--- src/edf_ready_queue_macros.svh ---
// Assertion helpers used by the ready queue top level.
`ifndef EDF_READY_QUEUE_MACROS_SVH
`define EDF_READY_QUEUE_MACROS_SVH

// Clocked property that is ignored while reset is held.
`define EDFQ_ASSERT(name, clk, rst_n, prop, msg) \
    name: assert property (@(posedge clk) disable iff (!(rst_n)) (prop)) else $error(msg);

// Clocked property that also holds during reset.
`define EDFQ_ASSERT_ALWAYS(name, clk, prop, msg) \
    name: assert property (@(posedge clk) (prop)) else $error(msg);

`endif

--- src/edfq_pkg.sv ---
package edfq_pkg;

    localparam int TASK_W   = 6;
    localparam int DL_W     = 32;
    localparam int STATUS_W = 2;

    // Command codes carried on the input tuser.
    localparam logic CMD_RELEASE  = 1'b0;
    localparam logic CMD_COMPLETE = 1'b1;

    // Result status codes.
    localparam logic [STATUS_W-1:0] STATUS_OK        = 2'd0;
    localparam logic [STATUS_W-1:0] STATUS_FULL      = 2'd1;
    localparam logic [STATUS_W-1:0] STATUS_NOT_FOUND = 2'd2;

    // Operation broadcast to every cell of the row.
    typedef enum logic [2:0] {
        CELL_HOLD,
        CELL_CLEAR,
        CELL_INSERT,
        CELL_STEP,
        CELL_REMOVE
    } cell_op_t;

    // One queue entry as it moves between neighboring cells.
    typedef struct packed {
        logic              valid;
        logic [TASK_W-1:0] task_id;
        logic [DL_W-1:0]   deadline;
    } entry_t;

    // Broadcast control: the operation and the latched item.
    typedef struct packed {
        cell_op_t          op;
        logic [TASK_W-1:0] task_id;
        logic [DL_W-1:0]   deadline;
    } cell_ctrl_t;

    // Sequencer states.
    typedef enum logic [2:0] {
        S_IDLE,
        S_INSERT,
        S_WAVE,
        S_REMOVE,
        S_RESULT
    } seq_state_t;

    // Strobes from the sequencer to the datapath.
    typedef struct packed {
        cell_op_t op;
        logic     capture_insert;
        logic     capture_remove;
        logic     load_result;
        logic     idle;
    } seq_ctrl_t;

endpackage

--- src/edf_ready_queue.sv ---
// Channel  Direction  tuser                 tdata (lowest bit first)
// s_       in         cmd                   task_id, deadline
// m_       out        status                head_valid, head_task, preempt,
//                                           demoted_task, promote
//
// A release passes from the insert state to the result state; a completion
// first walks the found-before flag down the row one cell a cycle.
// Insert shifts the whole cell row at once; removal shifts it once the
// walk has settled. One item is in work at a time; an item is taken while a
// result still waits in the output register. Reset empties the queue at once.
// A stalled output holds the sequencer in its result state.
`include "edf_ready_queue_macros.svh"

module edf_ready_queue #(
    parameter int QUEUE_DEPTH = 16
) (
    input  logic        aclk,
    input  logic        aresetn,
    input  logic        s_tvalid,
    output logic        s_tready,
    input  logic [39:0] s_tdata,   // task_id[5:0], deadline[37:6], zero
    input  logic [0:0]  s_tuser,   // cmd
    output logic        m_tvalid,
    input  logic        m_tready,
    output logic [15:0] m_tdata,   // head_valid, head_task, preempt, demoted_task, promote
    output logic [1:0]  m_tuser    // status
);
    import edfq_pkg::*;

    localparam int LAST = QUEUE_DEPTH - 1;

    seq_ctrl_t  seq;
    cell_ctrl_t ctrl;
    entry_t     cell_q  [QUEUE_DEPTH];
    entry_t     left_e  [QUEUE_DEPTH];
    entry_t     right_e [QUEUE_DEPTH];
    logic       lt_v    [QUEUE_DEPTH];
    logic       left_lt [QUEUE_DEPTH];
    logic       match_v [QUEUE_DEPTH];
    logic       found_v [QUEUE_DEPTH];
    logic       left_fd [QUEUE_DEPTH];
    logic [QUEUE_DEPTH-1:0] valid_vec;

    logic              accept;
    logic              out_free;
    logic              full;
    logic [TASK_W-1:0] tid_reg;
    logic [DL_W-1:0]   dl_reg;

    logic [STATUS_W-1:0] status_reg, status_next;
    logic                preempt_reg, preempt_next;
    logic [TASK_W-1:0]   demoted_reg, demoted_next;
    logic                head_rm_reg, head_rm_next;

    logic        m_tvalid_reg, m_tvalid_next;
    logic [15:0] m_tdata_reg, m_tdata_next;
    logic [1:0]  m_tuser_reg, m_tuser_next;

    assign accept   = s_tvalid && s_tready;
    assign s_tready = seq.idle;
    assign out_free = !m_tvalid_reg || m_tready;
    assign full     = cell_q[LAST].valid;

    edfq_seq #(
        .QUEUE_DEPTH(QUEUE_DEPTH)
    ) u_seq (
        .aclk    (aclk),
        .aresetn (aresetn),
        .start   (accept),
        .cmd     (s_tuser[0]),
        .out_free(out_free),
        .seq     (seq)
    );

    // Latch the item being worked on.
    always_ff @(posedge aclk) begin
        if (accept) begin
            tid_reg <= s_tdata[TASK_W-1:0];
            dl_reg  <= s_tdata[TASK_W+DL_W-1:TASK_W];
        end
    end

    // A release into a full queue leaves the cells untouched.
    always_comb begin
        ctrl.op       = (seq.op == CELL_INSERT && full) ? CELL_HOLD : seq.op;
        ctrl.task_id  = tid_reg;
        ctrl.deadline = dl_reg;
    end

    // The row of cells, slot 0 at the head.
    for (genvar i = 0; i < QUEUE_DEPTH; i++) begin : g_cell
        if (i == 0) begin : g_first
            assign left_e[i]  = '0;
            assign left_lt[i] = 1'b0;
            assign left_fd[i] = 1'b0;
        end else begin : g_mid
            assign left_e[i]  = cell_q[i-1];
            assign left_lt[i] = lt_v[i-1];
            assign left_fd[i] = found_v[i-1];
        end
        if (i == LAST) begin : g_last
            assign right_e[i] = '0;
        end else begin : g_inner
            assign right_e[i] = cell_q[i+1];
        end
        assign valid_vec[i] = cell_q[i].valid;

        edfq_cell u_cell (
            .aclk       (aclk),
            .aresetn    (aresetn),
            .ctrl       (ctrl),
            .left_entry (left_e[i]),
            .left_lt    (left_lt[i]),
            .left_found (left_fd[i]),
            .right_entry(right_e[i]),
            .entry      (cell_q[i]),
            .lt         (lt_v[i]),
            .match      (match_v[i]),
            .found      (found_v[i])
        );
    end

    // Capture status and head changes while the row updates.
    always_comb begin
        status_next  = status_reg;
        preempt_next = preempt_reg;
        demoted_next = demoted_reg;
        head_rm_next = head_rm_reg;
        if (seq.capture_insert) begin
            status_next  = full ? STATUS_FULL : STATUS_OK;
            preempt_next = !full && cell_q[0].valid && lt_v[0];
            demoted_next = (!full && cell_q[0].valid && lt_v[0]) ?
                           cell_q[0].task_id : '0;
            head_rm_next = 1'b0;
        end else if (seq.capture_remove) begin
            status_next  = found_v[LAST] ? STATUS_OK : STATUS_NOT_FOUND;
            preempt_next = 1'b0;
            demoted_next = '0;
            head_rm_next = match_v[0];
        end
    end

    always_ff @(posedge aclk) begin
        status_reg  <= status_next;
        preempt_reg <= preempt_next;
        demoted_reg <= demoted_next;
        head_rm_reg <= head_rm_next;
    end

    // Output register: loaded from the updated head.
    always_comb begin
        m_tvalid_next = m_tvalid_reg;
        m_tdata_next  = m_tdata_reg;
        m_tuser_next  = m_tuser_reg;
        if (m_tready) begin
            m_tvalid_next = 1'b0;
        end
        if (seq.load_result) begin
            m_tvalid_next = 1'b1;
            m_tuser_next  = status_reg;
            m_tdata_next  = {1'b0,
                             head_rm_reg && cell_q[0].valid,
                             demoted_reg,
                             preempt_reg,
                             cell_q[0].valid ? cell_q[0].task_id : {TASK_W{1'b0}},
                             cell_q[0].valid};
        end
    end

    always_ff @(posedge aclk) begin
        if (!aresetn) begin
            m_tvalid_reg <= 1'b0;
        end else begin
            m_tvalid_reg <= m_tvalid_next;
        end
        m_tdata_reg <= m_tdata_next;
        m_tuser_reg <= m_tuser_next;
    end

    assign m_tvalid = m_tvalid_reg;
    assign m_tdata  = m_tdata_reg;
    assign m_tuser  = m_tuser_reg;

    // Occupied cells stay packed at the head end.
    `EDFQ_ASSERT(a_packed, aclk, aresetn, (valid_vec & (valid_vec + 1'b1)) == '0, "queue not packed")
    // An insert into a queue with room adds exactly one entry.
    `EDFQ_ASSERT(a_insert_count, aclk, aresetn, (ctrl.op == CELL_INSERT) |=> ($countones(valid_vec) == $past($countones(valid_vec)) + 1), "insert count wrong")
    // A removal of a queued task drops exactly one entry.
    `EDFQ_ASSERT(a_remove_count, aclk, aresetn, (ctrl.op == CELL_REMOVE && found_v[LAST]) |=> ($countones(valid_vec) + 1 == $past($countones(valid_vec))), "remove count wrong")
    // A result never reports both a preemption and a promotion.
    `EDFQ_ASSERT(a_excl_flags, aclk, aresetn, m_tvalid |-> !(m_tdata[7] && m_tdata[14]), "preempt with promote")
    // Nothing is accepted while an item is still in work.
    `EDFQ_ASSERT_ALWAYS(a_one_item, aclk, (aresetn && accept) |=> !s_tready, "second item accepted")

endmodule

--- src/edfq_cell.sv ---
module edfq_cell (
    input  logic                aclk,
    input  logic                aresetn,
    input  edfq_pkg::cell_ctrl_t ctrl,
    input  edfq_pkg::entry_t    left_entry,
    input  logic                left_lt,
    input  logic                left_found,
    input  edfq_pkg::entry_t    right_entry,
    output edfq_pkg::entry_t    entry,
    output logic                lt,
    output logic                match,
    output logic                found
);
    import edfq_pkg::*;

    logic              valid_reg, valid_next;
    logic [TASK_W-1:0] task_reg, task_next;
    logic [DL_W-1:0]   dl_reg, dl_next;
    logic              fb_reg, fb_next;

    // An empty cell or a later deadline sits behind the newcomer.
    assign lt    = !valid_reg || (ctrl.deadline < dl_reg);
    assign match = valid_reg && (task_reg == ctrl.task_id);
    assign found = fb_reg || match;
    assign entry = '{valid: valid_reg, task_id: task_reg, deadline: dl_reg};

    // Per-cell update: shift right on insert, shift left on removal; clear or step the found-before flag.
    always_comb begin
        valid_next = valid_reg;
        task_next  = task_reg;
        dl_next    = dl_reg;
        fb_next    = fb_reg;
        case (ctrl.op)
            CELL_CLEAR: begin
                fb_next = 1'b0;
            end
            CELL_STEP: begin
                fb_next = left_found;
            end
            CELL_INSERT: begin
                if (lt) begin
                    if (left_lt) begin
                        valid_next = left_entry.valid;
                        task_next  = left_entry.task_id;
                        dl_next    = left_entry.deadline;
                    end else begin
                        valid_next = 1'b1;
                        task_next  = ctrl.task_id;
                        dl_next    = ctrl.deadline;
                    end
                end
            end
            CELL_REMOVE: begin
                if (found) begin
                    valid_next = right_entry.valid;
                    task_next  = right_entry.task_id;
                    dl_next    = right_entry.deadline;
                end
            end
            default: begin
            end
        endcase
    end

    // Control bits are reset; the payload is qualified by valid.
    always_ff @(posedge aclk) begin
        if (!aresetn) begin
            valid_reg <= 1'b0;
            fb_reg    <= 1'b0;
        end else begin
            valid_reg <= valid_next;
            fb_reg    <= fb_next;
        end
        task_reg <= task_next;
        dl_reg   <= dl_next;
    end

endmodule

--- src/edfq_seq.sv ---
module edfq_seq #(
    parameter int QUEUE_DEPTH = 16
) (
    input  logic                aclk,
    input  logic                aresetn,
    input  logic                start,
    input  logic                cmd,
    input  logic                out_free,
    output edfq_pkg::seq_ctrl_t seq
);
    import edfq_pkg::*;

    localparam int CNT_W = (QUEUE_DEPTH > 2) ? $clog2(QUEUE_DEPTH) : 1;
    localparam logic [CNT_W-1:0] LAST_STEP = CNT_W'(QUEUE_DEPTH - 2);

    seq_state_t       state_reg, state_next;
    logic [CNT_W-1:0] cnt_reg, cnt_next;

    // Next state and step counter.
    always_comb begin
        state_next = state_reg;
        cnt_next   = '0;
        case (state_reg)
            S_IDLE: begin
                if (start) begin
                    state_next = (cmd == CMD_RELEASE) ? S_INSERT : S_WAVE;
                end
            end
            S_INSERT: begin
                state_next = S_RESULT;
            end
            S_WAVE: begin
                cnt_next = cnt_reg + 1'b1;
                if (cnt_reg == LAST_STEP) begin
                    state_next = S_REMOVE;
                end
            end
            S_REMOVE: begin
                state_next = S_RESULT;
            end
            S_RESULT: begin
                if (out_free) begin
                    state_next = S_IDLE;
                end
            end
            default: begin
                state_next = S_IDLE;
            end
        endcase
    end

    // Outputs decoded from the state.
    always_comb begin
        seq = '{op: CELL_HOLD, capture_insert: 1'b0, capture_remove: 1'b0,
                load_result: 1'b0, idle: 1'b0};
        case (state_reg)
            S_IDLE: begin
                seq.op   = CELL_CLEAR;
                seq.idle = 1'b1;
            end
            S_INSERT: begin
                seq.op             = CELL_INSERT;
                seq.capture_insert = 1'b1;
            end
            S_WAVE: begin
                seq.op = CELL_STEP;
            end
            S_REMOVE: begin
                seq.op             = CELL_REMOVE;
                seq.capture_remove = 1'b1;
            end
            S_RESULT: begin
                seq.load_result = out_free;
            end
            default: begin
            end
        endcase
    end

    always_ff @(posedge aclk) begin
        if (!aresetn) begin
            state_reg <= S_IDLE;
            cnt_reg   <= '0;
        end else begin
            state_reg <= state_next;
            cnt_reg   <= cnt_next;
        end
    end

endmodule
--- config.mk ---
export PLATFORM = sky130hd
export DESIGN_NAME = edf_ready_queue
export DESIGN_NICKNAME = d
export VERILOG_FILES = /design/src/edfq_pkg.sv /design/src/edf_ready_queue.sv /design/src/edfq_cell.sv /design/src/edfq_seq.sv
export VERILOG_INCLUDE_DIRS = /design/src /design/src/src
export SDC_FILE = /design/constraint.sdc
export NUM_CORES = 2
export LEC_CHECK = 0
export BUFFER_PORTS_ARGS = -buffer_cell sky130_fd_sc_hd__buf_4
export CORE_UTILIZATION = 62
export CTS_BUF_LIST = sky130_fd_sc_hd__clkbuf_4
export CTS_CLUSTER_SIZE = 12
export DETAILED_ROUTE_END_ITERATION = 10
export HOLD_SLACK_MARGIN = 0.1
export PLACE_DENSITY = 0.79
export SYNTH_ARGS = -nofsm -noshare
export SYNTH_HDL_FRONTEND = slang
export SYNTH_SLANG_ARGS = --single-unit
export TNS_END_PERCENT = 100
--- constraint.sdc ---
create_clock -name aclk -period 5.6 [get_ports aclk]
set_clock_uncertainty 0.2 [all_clocks]
set_input_delay 0.56 -clock aclk [delete_from_list [all_inputs] [get_ports aclk]]
set_output_delay 0.56 -clock aclk [all_outputs]
set_load 0.03 [all_outputs]
# [Yosys cells after proc, flatten, opt, wreduce, memory -nomap -nowiden]
# Index checks and enable logic that the tools add are counted.
[totals] out_inout_bits=20 ff_bits=712
[op_classes] n_mux=226 eq_ne=61 order_cmp=16 n_reduce_logical=94 addsub=1
[op_table] op="$mux 32" count=47
[op_table] op="$pmux 32 s2" count=16
[op_table] op="$lt 32x32->1" count=16
[op_table] op="$mux 6" count=50
[op_table] op="$pmux 6 s2" count=16
[op_table] op="$eq 6x6->1" count=16
[op_table] op="$ne 2x1->1 const B" count=34
[op_table] op="$pmux 1 s2" count=31
[op_table] op="$mux 1" count=56
[op_table] op="$reduce_and 3->1" count=17
[op_table] op="$logic_or 1x1->1" count=32
[op_table] op="$pmux 3 s4" count=2
[op_table] op="$logic_and 1x1->1" count=21
[op_table] op="$logic_not 1->1" count=17
[op_table] op="$eq 3x2->1 const B" count=5
[op_table] op="$mux 3" count=4
[op_table] op="$mux 2" count=4
[op_table] op="$reduce_bool 2->1" count=4
[op_table] op="$eq 3x1->1 const B" count=2
[op_table] op="$eq 3x3->1 const B" count=2
[op_table] op="$add 4x1->4 const B" count=1
[op_table] op="$eq 4x4->1 const B" count=1
[op_table] op="$logic_not 3->1" count=1
[op_table] op="$ne 2x2->1 const B" count=1
[op_table] op="other kinds (2)" count=2

# [Logic depth before layout (Yosys ltp)]
[depth] ltp_word=8 ltp_mapped=11 depth_no_buf=9

# [Cells and area by module]
# From an unflattened synthesis, not the netlist that was laid out.
[unflattened] hier_cells=5050 hier_area_um2=49666.4
[modules_own_cells] mod="edfq_cell" cells_per_inst=307 n_inst=16 area_per_inst_um2=2945.3
[modules_own_cells] mod="edf_ready_queue" cells_per_inst=96 n_inst=1 area_per_inst_um2=2144.6
[modules_own_cells] mod="edfq_seq" cells_per_inst=42 n_inst=1 area_per_inst_um2=396.6

# [Worst setup path before layout]
# Ideal clock, no wire load.
[synth_path] path_type="reg-to-reg" from="register dl_reg[7]" to="register g_cell[1].u_cell.dl_reg[0] (enable)" stages_incl_launch_ff=8 setup_time_ps=446 setup_slack_ps=1229 arrival_time_ps=3725 cell_sequence="edfxtp_1 ha_1 and3_1 a221oi_1 o31a_1 o31ai_1 and3_1 a21oi_1"
[synth_via] elab_chain_cells=4
[synth_rtl] item="start, declared" line_no="edf_ready_queue.sv:48" text="logic [DL_W-1:0] dl_reg;"
[synth_rtl] item="start signal, assigned" line_no="edf_ready_queue.sv:79" text="dl_reg <= s_tdata[TASK_W+DL_W-1:TASK_W];"
[synth_rtl] item="$lt 32x32->1" line_no="edfq_cell.sv:22" text="assign lt = !valid_reg || (ctrl.deadline < dl_reg);"
[synth_rtl] item="$logic_or 1x1->1" line_no="edfq_cell.sv:22"
[synth_rtl] item="$ne 2x1->1 (no source line)"
[synth_rtl] item="$reduce_and 3->1 (no source line)"
[synth_rtl] item="end signal, assigned" line_no="edfq_cell.sv:75" text="dl_reg <= dl_next;"
[synth_rtl] item="end, declared" line_no="edfq_cell.sv:18" text="logic [DL_W-1:0] dl_reg, dl_next;"
# No other way between the ends.
# A chain may end at the register's enable or synchronous reset.

# [Final worst setup path]
[layout_path] from="register dl_reg[7]" to="register g_cell[2].u_cell.dl_reg[17] (enable)"
[layout_via] elab_chain_cells=4
[layout_rtl] item="$lt 32x32->1" line_no="edfq_cell.sv:22"
[layout_rtl] item="$logic_or 1x1->1" line_no="edfq_cell.sv:22"
[layout_rtl] item="$ne 2x1->1 (no source line)"
[layout_rtl] item="$reduce_and 3->1 (no source line)"
[layout_rtl] item="end signal, assigned" line_no="edfq_cell.sv:75"
[layout_rtl] item="end, declared" line_no="edfq_cell.sv:18"
# No other way between the ends.

==> impl_metrics.ini <==
[logic_synthesis]
synthArstFlopShare_pct = 0
synthDistinctLibCells = 68
synth-main-ff-cell = edfxtp_1
synth_top_area_share_pct = 45.0
netlist_area_sq_um = 44900
ys_warn_count = 0
synth_area_leaders = edfxtp_1 (45%), ha_1 (13%), o221ai_1 (8.5%)
ys_seq_area_share_pct = 46.8
synth_top_cell_by_area = edfxtp_1
synth_edf_count = 672
synth_nets = 4914
ys_seq_elements = 712
syn-instance-count = 4402
synth.avg_cell_area_sq_um = 10.2

[floorplan]
die_h_um = 271
core_area_sq_um = 71500
die-area_sq_um = 73400
initial_core_util_pct = 62.8
num_rows = 98
ios = 65
die_x_um = 271

[clock_network]
cts_resized = 0
clk_path_buf_depth = 3
clkTransAtPathRegs_ns = 0.07
clockRootBuffer = clkbuf_4
cts_hold_buf = 84
cts_setup_buffers = 0
cts_tree = built
clkLatencyLatePin_ns = 1.10
clock_sinks = 712
htreeDepth = 4
numCtsBuffers = 192

[detailed_routing]
wl_met3_mm = 14.2
viasPerCell = 6.72
drt-total-wl_mm = 131
met2_length_mm = 59.1
wl_per_cell_um = 23.3
drtIter0Drc = 5307
postRouteAntennaNets = 0
drc = 0
firstDrtPassIters = 7
top_layer = met5
m1WireLength_mm = 50.5
dr_total_vias = 37687

[setup_path]
critPathMaxStageDelay_ns = 0.73
worstPathArrival_ns = 5.37
cp.required_ns = 6.20
cp_slowest_cell = edfxtp_1
cp_common_cell = nand2_1
setup.worst_path.class = reg2reg
cp_max_fo = 20
cp_cell_sequence = ha_1, nand2_1, o21ai_0, a21oi_1, o2111ai_1, a31oi_4, nand2_1, nand2_2, buf_4
end_kind = flip-flop
startpoint_type = flip-flop
reg2reg_depth = 9

[timing]
tightestPinTransition_ns = 1.21
slew_headroom_pct = 19.3
max_clock_freq_mhz = 209
timing.final.max_slew_violations = 0
finalWorstSetupSlack_ns = 0.822
min_period_ns = 4.78
setup_violations = 0
rsz0062_at_grt = no
holdWs_ns = 0.185
tns_ns = 0
finalCritPeriodShare_pct = 85.3
hold_viol_final = 0

[placement]
place_congestion = 0.939
dp_hpwl_mm = 90.2
dpl_cell_area_sq_um = 46100
pre_cts_ws_ns = 0.950
io_buffers = 61

[power]
peakVddDrop_mv = 0.219
p_leak_uw = 0.0213
power.density_cell_area_nw_per_um2 = 313

[global_route]
grt_pass1_wl_mm = 200
grt-ovfl-total = 0
antenna_found_initial = 5
grt_max_degree = 112
grt_use_total_pct = 35.2
grt_pass1_vias = 36014

[finish]
syn_to_final_growth_pct = 10.3
drive_gt1_share_pct = 10.7
nFillCells = 5297
stdcell_area_sq_um = 49500
largest_register_ffs = 512
nNetsFinal = 5015

[worst_hold_path]
hold_depth = 0
hp-class = reg2reg

[outcome]
run_status = finished clean

[job]
maxCapViolCount = 0
## report_power, final
part / leakage (uW) / switching, uW / total [uW] / internal (uW)
Combinational: 0.0133 / 2320 / 3580 / 1260
Clock: 0.00152 / 2310 / 4880 / 2570
Sequential: 0.00647 / 458 / 7000 / 6550
Total: 0.0213 / 5090 / 15500 / 10400
## cells in the final DEF, fill, tap and decap left out, types with 9 or more instances in the layout
cell type,Yosys,layout
a2111oi_0,11,10
a21o_1,14,14
a21oi_1,178,177
a221o_1,12,12
a221oi_1,16,16
a22oi_1,15,15
a31oi_1,13,9
a41o_1,15,15
and2_1,22,20
and4_1,21,21
buf_12,0,9
buf_4,12,127
clkbuf_4,0,302
clkinv_1,0,30
dfxtp_1,40,40
dlygate4sd3_1,0,84
edfxtp_1,672,672
ha_1,467,467
inv_1,526,526
mux2i_1,38,38
nand2_1,379,364
nand2_2,0,14
nand2b_1,18,18
nand3_1,582,582
nand4_1,50,50
nor2_1,82,82
nor2b_1,23,23
nor3_1,32,31
nor4_1,10,10
o2111a_1,10,10
o211ai_1,99,99
o21a_1,9,9
o21ai_0,109,109
o221ai_1,437,437
or2_2,11,11
xnor2_1,25,25
xor2_1,73,73
## Yosys cell counts, types with 12 or more instances
cell type  number
ha_1          467
o211ai_1       99
nor2b_1        23
mux2i_1        38
xnor2_1        25
clkbuf_1      218
a22oi_1        15
nand2_1       379
inv_1         526
buf_4          12
nand3_1       582
nor2_1         82
a21o_1         14
edfxtp_1      672
o221ai_1      437
buf_2          75
xor2_1         73
nand4_1        50
dfxtp_1        40
nand2b_1       18
a221o_1        12
and4_1         21
a31oi_1        13
nor3_1         32
a41o_1         15
o21ai_0       109
a221oi_1       16
and2_1         22
a21oi_1       178
## critical path, delay by kind of cell, from the launching register on
family	cells	cell delay (ns)
compound gates	4	1.81
simple gates	3	0.77
flops	1	0.73
fa+ha+maj	1	0.48
buf+inv	1	0.47
## stage by stage
step	cells	util [%]	power (uW)
final	5609	69.2	15500
after global routing	5606	69.2	16200
after detailed placement	5175	64.5	10500
after floorplan	4402	-	9310
after CTS	5603	69.2	15400
after global placement	5175	64.5	10300
## path summary, 6_finish.rpt
kind	start	to	slack (ns)
worst max-delay path	dl_reg[7]	g_cell[2].u_cell.dl_reg[17]	0.82
worst min-delay path	status_reg[0]	m_tuser[0]	0.19
worst max register to register	dl_reg[7]	g_cell[2].u_cell.dl_reg[17]	0.82
worst min register to register	status_reg[0]	m_tuser[0]	0.19
## layout make-up
cell class	instances	area (sq um)	area share, %
flip-flops and latches	712	21000	42.4
multi-input cells	2851	20800	42.1
clock buffers	302	2270	4.58
repair buffers	220	1970	3.99
inverters	526	1970	3.99
well taps	950	1190	2.40
clock inverters	42	249	0.503
diodes	6	15.0	0.0304
## per-layer routing
layer | GRT usage (%) | up-vias
li1 | - | 17071
met1 | 46.4 | 17949
met2 | 54.7 | 2276
met3 | 7.16 | 389
met4 | 18.9 | 2
met5 | 0 | -
## cells by family (layout without fill, tap and decap cells)
family | after synthesis | after routing | share of synthesized area (%)
other | 1 | 7 | 0.00836
XOR/XNOR | 98 | 98 | 1.91
multiplexers | 39 | 39 | 0.873
AO/OA/AOI/OAI | 990 | 990 | 16.7
flip-flops | 712 | 712 | 46.8
buffers and inverters | 839 | 1090 | 7.38
AND/OR/NAND/NOR | 1256 | 1256 | 13.4
adder cells (fa/ha/maj) | 467 | 467 | 13.0
Power figures use the tool's default switching activity.
